`config.mk`:
```
export PLATFORM = sky130hd
export DESIGN_NAME = golden_section_search_sequencer
export DESIGN_NICKNAME = d
export VERILOG_FILES = /design/src/design/gss_pkg.sv /design/src/design/golden_section_search_sequencer.sv /design/src/design/gss_core.sv
export VERILOG_INCLUDE_DIRS = /design/src /design/src/design
export SDC_FILE = /design/constraint.sdc
export NUM_CORES = 2
export LEC_CHECK = 0
export BUFFER_PORTS_ARGS = -buffer_cell sky130_fd_sc_hd__buf_2
export CAP_MARGIN = 15
export CORE_MARGIN = 8
export CORE_UTILIZATION = 55
export DETAILED_ROUTE_END_ITERATION = 10
export PLACE_DENSITY = 0.76
export SYNTH_ARGS = -nofsm -noshare
export SYNTH_HDL_FRONTEND = slang
export SYNTH_SLANG_ARGS = --single-unit
export TNS_END_PERCENT = 20
```
`constraint.sdc`:
```
create_clock -name clock -period 18.68 [get_ports clock]
set_clock_uncertainty 0.05 [all_clocks]
set_input_delay 1.868 -clock clock [delete_from_list [all_inputs] [get_ports clock]]
set_output_delay 1.868 -clock clock [all_outputs]
set_load 0.02 [all_outputs]
```
`src/design/golden_section_search_sequencer_assert.svh`:
```
// Assertion macros shared by the search sequencer modules.
// GSS_ASSERT is disabled while reset is high; GSS_ASSERT_ALWAYS is checked on every edge.
`ifndef GOLDEN_SECTION_SEARCH_SEQUENCER_ASSERT_SVH
`define GOLDEN_SECTION_SEARCH_SEQUENCER_ASSERT_SVH

`ifndef SYNTHESIS
`define GSS_ASSERT(label, clk, rst, prop) \
   label: assert property (@(posedge clk) disable iff (rst) prop) \
      else $error("golden section search check failed");
`define GSS_ASSERT_ALWAYS(label, clk, prop) \
   label: assert property (@(posedge clk) prop) \
      else $error("golden section search check failed");
`else
`define GSS_ASSERT(label, clk, rst, prop)
`define GSS_ASSERT_ALWAYS(label, clk, prop)
`endif

`endif

```
`src/design/gss_pkg.sv`:
```
`timescale 1ns / 1ps

package gss_pkg;

   localparam int POINT_W = 24;
   localparam int VALUE_W = 32;
   localparam int TOL_W   = 16;
   localparam int FRAC_W  = 16;

   // golden constants, Q0.16: C = (3 - sqrt 5) / 2, R = 1 - C
   localparam logic [FRAC_W-1:0] GOLD_C = 16'd25033;
   localparam logic [FRAC_W-1:0] GOLD_R = 16'd40503;

   localparam logic [POINT_W-1:0] LOWER_RESET = 24'd0;
   localparam logic [POINT_W-1:0] START_RESET = 24'd5242880;
   localparam logic [POINT_W-1:0] UPPER_RESET = 24'd16711680;
   localparam logic [TOL_W-1:0]   TOL_RESET   = 16'd655;

   typedef logic [POINT_W-1:0]        point_type;
   typedef logic signed [VALUE_W-1:0] value_type;
   typedef logic [TOL_W-1:0]          tol_type;

   typedef enum logic {
      CMD_START = 1'b0,
      CMD_VALUE = 1'b1
   } cmd_type;

   typedef enum logic [1:0] {
      KIND_PROBE   = 2'd0,
      KIND_DONE    = 2'd1,
      KIND_IGNORED = 2'd2
   } kind_type;

   typedef enum logic [1:0] {
      CSR_LOWER = 2'd0,
      CSR_START = 2'd1,
      CSR_UPPER = 2'd2,
      CSR_TOL   = 2'd3
   } csr_index_type;

   typedef enum logic [3:0] {
      PH_IDLE     = 4'b0001,
      PH_FIRST_F1 = 4'b0010,
      PH_WANT_F1  = 4'b0100,
      PH_WANT_F2  = 4'b1000
   } phase_type;

   typedef struct packed {
      point_type lower;
      point_type start;
      point_type upper;
      tol_type   tol;
   } cfg_type;

   typedef struct packed {
      kind_type  kind;
      point_type point;
      value_type best_value;
   } result_type;

   // clamp a signed intermediate into the unsigned point range
   function automatic point_type sat_point(input logic signed [POINT_W+1:0] v);
      point_type r;
      if (v < 0) begin
         r = '0;
      end else if (v[POINT_W+1:POINT_W] != 2'b00) begin
         r = '1;
      end else begin
         r = v[POINT_W-1:0];
      end
      return r;
   endfunction

   // floor(d * C / 2^16) for a signed point difference
   function automatic logic signed [POINT_W:0] scale_c(input logic signed [POINT_W:0] d);
      logic signed [POINT_W+FRAC_W:0] p;
      p = d * $signed({1'b0, GOLD_C});
      return p[POINT_W+FRAC_W:FRAC_W];
   endfunction

   // floor(R * near) + floor(C * far), saturated
   function automatic point_type golden_mix(input point_type near, input point_type far);
      logic [POINT_W+FRAC_W-1:0] pn;
      logic [POINT_W+FRAC_W-1:0] pf;
      logic [POINT_W:0]          s;
      pn = near * GOLD_R;
      pf = far * GOLD_C;
      s  = {1'b0, pn[POINT_W+FRAC_W-1:FRAC_W]} + {1'b0, pf[POINT_W+FRAC_W-1:FRAC_W]};
      return s[POINT_W] ? '1 : s[POINT_W-1:0];
   endfunction

endpackage

```
`src/design/golden_section_search_sequencer.sv`:
```
`timescale 1ns / 1ps
// Path: an item's result passes through the input register, then the result register,
//   before it is on the outputs.
// Throughput: one item per cycle when the result side keeps up; the core state update
//   is the only loop.
// Reset (synchronous, active high): both stages empty, search idle, registers at defaults.
`include "golden_section_search_sequencer_assert.svh"

module golden_section_search_sequencer (
   input  logic                        clock,
   input  logic                        reset,
   // request channel
   input  logic                        req_tvalid,
   output logic                        req_tready,
   input  logic [31:0]                 req_tdata,   // [31:0] probe_value
   input  logic                        req_tuser,   // [0] cmd
   // response channel
   output logic                        rsp_tvalid,
   input  logic                        rsp_tready,
   output logic [55:0]                 rsp_tdata,   // [23:0] point, [55:24] best_value
   output logic [1:0]                  rsp_tuser,   // [1:0] kind
   // register writes
   input  logic                        csr_we,
   input  gss_pkg::csr_index_type      csr_index,
   input  logic [gss_pkg::POINT_W-1:0] csr_wdata
);
   import gss_pkg::*;

   // configuration registers
   cfg_type    cfg_ff;

   // input stage
   logic       s1_valid_ff, s1_valid_in;
   cmd_type    s1_cmd_ff;
   value_type  s1_value_ff;

   // result stage
   logic       rsp_valid_ff, rsp_valid_in;
   result_type rsp_result_ff;
   result_type core_result;

   logic       req_xfer;
   logic       out_free;
   logic       commit;

   // the result register is free when empty or being drained this cycle
   assign out_free   = !rsp_valid_ff || rsp_tready;
   assign commit     = s1_valid_ff && out_free;
   assign req_tready = !s1_valid_ff || out_free;
   assign req_xfer   = req_tvalid && req_tready;

   always_ff @(posedge clock) begin
      if (reset) begin
         cfg_ff <= '{lower: LOWER_RESET, start: START_RESET, upper: UPPER_RESET,
                     tol: TOL_RESET};
      end else if (csr_we) begin
         unique case (csr_index)
            CSR_LOWER: cfg_ff.lower <= csr_wdata;
            CSR_START: cfg_ff.start <= csr_wdata;
            CSR_UPPER: cfg_ff.upper <= csr_wdata;
            CSR_TOL:   cfg_ff.tol   <= csr_wdata[TOL_W-1:0];
         endcase
      end
   end

   always_comb begin
      s1_valid_in = s1_valid_ff;
      if (req_xfer) begin
         s1_valid_in = 1'b1;
      end else if (commit) begin
         s1_valid_in = 1'b0;
      end
   end

   always_comb begin
      rsp_valid_in = rsp_valid_ff;
      if (commit) begin
         rsp_valid_in = 1'b1;
      end else if (rsp_tready) begin
         rsp_valid_in = 1'b0;
      end
   end

   always_ff @(posedge clock) begin
      if (reset) begin
         s1_valid_ff  <= 1'b0;
         rsp_valid_ff <= 1'b0;
      end else begin
         s1_valid_ff  <= s1_valid_in;
         rsp_valid_ff <= rsp_valid_in;
      end
   end

   // payload registers, no reset needed
   always_ff @(posedge clock) begin
      if (req_xfer) begin
         s1_cmd_ff   <= cmd_type'(req_tuser);
         s1_value_ff <= req_tdata;
      end
      if (commit) begin
         rsp_result_ff <= core_result;
      end
   end

   gss_core u_core (
      .clock       (clock),
      .reset       (reset),
      .commit      (commit),
      .cmd         (s1_cmd_ff),
      .probe_value (s1_value_ff),
      .cfg         (cfg_ff),
      .result      (core_result)
   );

   assign rsp_tvalid = rsp_valid_ff;
   assign rsp_tuser  = rsp_result_ff.kind;
   assign rsp_tdata  = {rsp_result_ff.best_value, rsp_result_ff.point};

   `GSS_ASSERT_ALWAYS(a_reset_empties, clock,
      reset |=> (!s1_valid_ff && !rsp_valid_ff))
   `GSS_ASSERT(a_full_and_stalled_blocks, clock, reset,
      (s1_valid_ff && rsp_valid_ff && !rsp_tready) |-> !req_tready)
   `GSS_ASSERT(a_probe_value_zero, clock, reset,
      (rsp_valid_ff && rsp_result_ff.kind != KIND_DONE) |-> (rsp_result_ff.best_value == '0))
   `GSS_ASSERT(a_ignored_point_zero, clock, reset,
      (rsp_valid_ff && rsp_result_ff.kind == KIND_IGNORED) |-> (rsp_result_ff.point == '0))

endmodule

```
`src/design/gss_core.sv`:
```
`timescale 1ns / 1ps
`include "golden_section_search_sequencer_assert.svh"

module gss_core (
   input  logic                 clock,
   input  logic                 reset,
   input  logic                 commit,
   input  gss_pkg::cmd_type     cmd,
   input  gss_pkg::value_type   probe_value,
   input  gss_pkg::cfg_type     cfg,
   output gss_pkg::result_type  result
);
   import gss_pkg::*;

   point_type x0_ff, x1_ff, x2_ff, x3_ff;
   point_type x0_in, x1_in, x2_in, x3_in;
   value_type f1_ff, f2_ff, f1_in, f2_in;
   phase_type phase_ff, phase_in;

   // start: interior points on the wider side of the start point
   logic signed [POINT_W:0] right, left, abs_right, abs_left;
   point_type               start_x1, start_x2;

   // narrowing: both candidate new points come from the current bracket
   point_type               mix_up, mix_down;
   logic [POINT_W:0]        pair_sum;
   logic [POINT_W+TOL_W:0]  bound_prod;
   logic [POINT_W:0]        bound;
   logic signed [POINT_W:0] span;
   logic [POINT_W:0]        width;
   logic                    stop;
   value_type               fl, fh;

   assign right     = $signed({1'b0, cfg.upper}) - $signed({1'b0, cfg.start});
   assign left      = $signed({1'b0, cfg.start}) - $signed({1'b0, cfg.lower});
   assign abs_right = (right < 0) ? -right : right;
   assign abs_left  = (left < 0) ? -left : left;

   always_comb begin
      logic signed [POINT_W:0] sr;
      logic signed [POINT_W:0] sl;
      sr = scale_c(right);
      sl = scale_c(left);
      start_x2 = sat_point($signed({2'b00, cfg.start}) + $signed({sr[POINT_W], sr}));
      start_x1 = sat_point($signed({2'b00, cfg.start}) - $signed({sl[POINT_W], sl}));
   end

   assign mix_up     = golden_mix(x2_ff, x3_ff);
   assign mix_down   = golden_mix(x1_ff, x0_ff);
   assign pair_sum   = {1'b0, x1_ff} + {1'b0, x2_ff};
   assign bound_prod = cfg.tol * pair_sum;
   assign bound      = bound_prod[POINT_W+TOL_W:TOL_W];
   assign span       = $signed({1'b0, x3_ff}) - $signed({1'b0, x0_ff});
   assign width      = (span < 0) ? -span : span;
   assign stop       = (width <= bound);

   assign fl = (phase_ff == PH_WANT_F1) ? probe_value : f1_ff;
   assign fh = (phase_ff == PH_WANT_F2) ? probe_value : f2_ff;

   always_comb begin
      x0_in    = x0_ff;
      x1_in    = x1_ff;
      x2_in    = x2_ff;
      x3_in    = x3_ff;
      f1_in    = f1_ff;
      f2_in    = f2_ff;
      phase_in = phase_ff;
      result   = '{kind: KIND_IGNORED, point: '0, best_value: '0};
      if (cmd == CMD_START) begin
         // a start aborts whatever search is running
         x0_in    = cfg.lower;
         x3_in    = cfg.upper;
         f1_in    = '0;
         f2_in    = '0;
         phase_in = PH_FIRST_F1;
         if (abs_right > abs_left) begin
            x1_in = cfg.start;
            x2_in = start_x2;
         end else begin
            x1_in = start_x1;
            x2_in = cfg.start;
         end
         result = '{kind: KIND_PROBE, point: x1_in, best_value: '0};
      end else begin
         unique case (phase_ff)
            PH_FIRST_F1: begin
               f1_in    = probe_value;
               phase_in = PH_WANT_F2;
               result   = '{kind: KIND_PROBE, point: x2_ff, best_value: '0};
            end
            PH_WANT_F1, PH_WANT_F2: begin
               f1_in = fl;
               f2_in = fh;
               if (stop) begin
                  phase_in = PH_IDLE;
                  if (fl < fh) begin
                     result = '{kind: KIND_DONE, point: x1_ff, best_value: fl};
                  end else begin
                     result = '{kind: KIND_DONE, point: x2_ff, best_value: fh};
                  end
               end else if (fh < fl) begin
                  // minimum lies right of x1: drop [x0, x1)
                  x0_in    = x1_ff;
                  x1_in    = x2_ff;
                  x2_in    = mix_up;
                  f1_in    = fh;
                  phase_in = PH_WANT_F2;
                  result   = '{kind: KIND_PROBE, point: mix_up, best_value: '0};
               end else begin
                  x3_in    = x2_ff;
                  x2_in    = x1_ff;
                  x1_in    = mix_down;
                  f2_in    = fl;
                  phase_in = PH_WANT_F1;
                  result   = '{kind: KIND_PROBE, point: mix_down, best_value: '0};
               end
            end
            default: begin
               // value while idle: state untouched
               result = '{kind: KIND_IGNORED, point: '0, best_value: '0};
            end
         endcase
      end
   end

   always_ff @(posedge clock) begin
      if (reset) begin
         x0_ff    <= '0;
         x1_ff    <= '0;
         x2_ff    <= '0;
         x3_ff    <= '0;
         f1_ff    <= '0;
         f2_ff    <= '0;
         phase_ff <= PH_IDLE;
      end else if (commit) begin
         x0_ff    <= x0_in;
         x1_ff    <= x1_in;
         x2_ff    <= x2_in;
         x3_ff    <= x3_in;
         f1_ff    <= f1_in;
         f2_ff    <= f2_in;
         phase_ff <= phase_in;
      end
   end

   `GSS_ASSERT(a_done_goes_idle, clock, reset,
      (commit && result.kind == KIND_DONE) |=> (phase_ff == PH_IDLE))
   `GSS_ASSERT(a_start_waits_f1, clock, reset,
      (commit && cmd == CMD_START) |=> (phase_ff == PH_FIRST_F1))
   `GSS_ASSERT(a_idle_value_ignored, clock, reset,
      (commit && cmd == CMD_VALUE && phase_ff == PH_IDLE) |-> (result.kind == KIND_IGNORED))

endmodule
```
==> flow_summary.yaml <==
setup_path:
  reg2reg_slack_ns: 4.23
  reg2reg_depth: 47
  end_kind: "flip-flop"
  crit_type: "reg2reg"
  cpMaxStageDelayCell: "and2_1"
  cp.required_ns: 19.17
  critPathMaxStageDelay_ns: 0.78
  crit_fanout: 21
  critPathArrivalTime_ns: 14.94
  reg2reg_to: "u_core.f1_ff[27]"
  start_kind: "flip-flop"
  regToRegStartpoint: "u_core.x2_ff[2]"
synthesis:
  synth_top_area_cell: "fa_1"
  synth.most_common_cell: "inv_1"
  ys.flop_type: "dfxtp_1"
  yosys.area_share.simple_pct: 11.45
  synth_area_um2: 77210
  synth.top_cells.by_count: "inv_1, ha_1, fa_1"
  syn_nets: 11120
  yosys.area_share.adder_pct: 51.24
  synth_xor_area_share_pct: 4.374
  ys_seq_area_share_pct: 10.13
  synth_area_leaders: "fa_1, ha_1, inv_1"
  yosysTopAreaCellShare_pct: 27.82
  async_reset_ff_share_pct: 0
  synthMuxAreaShare_pct: 1.201
  avgSynthCellArea_um2: 9.044
  ys_warn_count: 0
  synth_edf_count: 91
  ys_types: 93
  synth_cells: 8537
  ys_ff_latch: 345
  synth_top_family_by_area: "adder cells"
  synth_compound_area_share_pct: 12.83
detailed_routing:
  drt-initial-drc-count: 5523
  avgRoutedWirePerCell_um: 22.16
  drt_wl_total_mm: 233.0
  vias: 62390
  dr.pass1.iters: 8
  vias_per_cell: 5.934
  post-route-drc-count: 0
  antenna_left: 0
grt:
  grt_first_pass_wirelength_mm: 364.5
  grt_pass1_vias: 63990
  antenna_found_initial: 6
  grt_usage_pct: 30.32
  grt_overflow_total: 0
  grt_max_degree: 100
placed_design:
  port_buffers: 123
  hpwl_mm: 192.6
  pre_cts_ws_ns: 4.552
  dpl.cell_count: 10430
  gp_congestion: 0.9915
sta:
  setup_violations: 0
  hold_viol: 0
  max_slew_margin_pct: 18.87
  finalCriticalPeriod_ns: 14.45
  rsz0062_at_grt: "no"
  setup_ws_ns: 4.227
  period_share_pct: 77.37
  final.setup.tns_ns: 0
  drv_slew: 0
  fmax_ghz: 0.06919
  tightest_slew_ns: 1.215
clocking:
  cts_resized: 0
  clock_path_buffers: 3
  cts.clk_slew.worst_paths_ns: 0.06
  clk_latency_ns: 0.62
  cts_setup_buffers: 0
  cts_made_buffers: 43
  cts_max_level: 2
  cts_root_buffer: "clkbuf_16"
  cts.sinks: 345
  cts_hold_buf: 0
  tritoncts: "done"
cells_and_area:
  fin_cells: 10510
  area_growth_pct: 6.109
  drive_gt1_share_pct: 4.714
  final_nets: 11180
floorplanning:
  num_io_pins: 124
  initial_core_util_pct: 55.40
  die_x_um: 390.7
  die-area_um2: 152600
  rows: 137
  chipHeight_um: 390.7
  core_area_um2: 139400
outcome:
  status: "finished clean"
worst_hold_path:
  whs_path_depth: 2
  worstHoldStart: "u_core.f2_ff[12]"
  whs_endpoint: "u_core.f2_ff[12]"
  hp-class: "reg2reg"
run:
  max-cap-violations: 0
[state kept, by name (all words and copies together) (netlist names), 2 cells and up]
register         count
cfg_ff              88
u_core.phase_ff      4
u_core.x1_ff        24
u_core.x0_ff        24
s1_value_ff         32
u_core.x3_ff        24
u_core.f2_ff        32
rsp_tuser            2
u_core.f1_ff        32
u_core.x2_ff        24
rsp_tdata           56
[per-layer routing]
layer  share of wire [%]  wire (um)  global-route usage [%]
met1                  41      96000                   40.38
met2                  45     104400                   48.57
met3                 9.2      21330                   6.110
met4                 4.8      11240                   11.97
met5               0.025         58                       0
[area by class of cell]
cell class,instances,area (um^2)
Fill cell,12050,57440
Clock buffer,54,1221
Antenna cell,5,12.51
Timing Repair Buffer,254,1659
Clock inverter,25,299.0
Multi-Input combinational cell,6392,62700
Sequential cell,345,7818
Tap cell,1876,2347
Inverter,1563,5867
[how the worst max path moves through the flow]
stage / start / to / cells past startpoint
after detailed placement: u_core.x2_ff[2] / u_core.f1_ff[27] / 47
final: u_core.x2_ff[2] / u_core.f1_ff[27] / 47
after CTS: u_core.x2_ff[2] / u_core.f1_ff[27] / 47
after global placement: u_core.x1_ff[2] / u_core.f1_ff[11] / 47
after floorplan: u_core.x1_ff[0] / rsp_tdata[11] / 50
after global routing: u_core.x2_ff[2] / u_core.f1_ff[27] / 47
[critical path, delay by kind of cell (launching register included)]
family          cells  cell delay, ns
compound gates     17            4.57
xor+xnor            1            0.09
fa+ha+maj           9            3.94
buf+inv             4            0.40
flops               1            0.76
simple gates       16            4.59
[placed cells by master, fill, tap and decap left out, types with 20 or more instances in the layout]
cell,Yosys,layout
a211o_1,30,30
a211oi_1,110,109
a21o_1,153,153
a21oi_1,432,429
a22oi_1,43,43
a311oi_1,29,29
a31oi_1,25,25
and2_1,156,156
and3_1,33,33
buf_2,11,122
buf_4,0,127
clkbuf_16,0,46
dfxtp_1,254,254
edfxtp_1,91,91
fa_1,1073,1073
ha_1,1445,1445
inv_1,1562,1561
mux2i_1,90,90
nand2_1,783,782
nand2b_1,64,64
nand3_1,62,62
nand3b_1,38,38
nand4_1,65,65
nor2_1,427,424
nor2b_1,63,63
nor3_1,109,106
o211ai_1,65,65
o21a_1,75,74
o21ai_0,239,237
o21bai_1,34,34
o221ai_1,46,46
or2_2,20,20
or3_1,23,23
xnor2_1,240,240
xor2_1,143,143
[through the flow]
| step | hold slack, ns | util [%] | instance area, um^2 |
|---|---|---|---|
| floorplan | 0.3911 | - | 77210 |
| detailed placement | 0.4096 | 57.64 | 80320 |
| CTS | 0.4189 | 58.73 | 81840 |
| global route | 0.4406 | 58.78 | 81910 |
| global placement | 0.3990 | 57.63 | 80310 |
| finish | 0.4262 | 58.79 | 81920 |
[cell families (layout without fill, tap and decap cells)]
logic type,Yosys count,after routing
AOI/OAI and AO/OA,1494,1494
and+or+nand+nor,1904,1904
other,0,5
adders and majority gates,2518,2518
xor gates and xnor gates,384,384
muxes,92,92
buffers and inverters,1800,1896
DFF,345,345
Power is left out: the tool's default activity adds up to more than one toggle a clock period on the data nets, which glitch-free logic cannot reach.
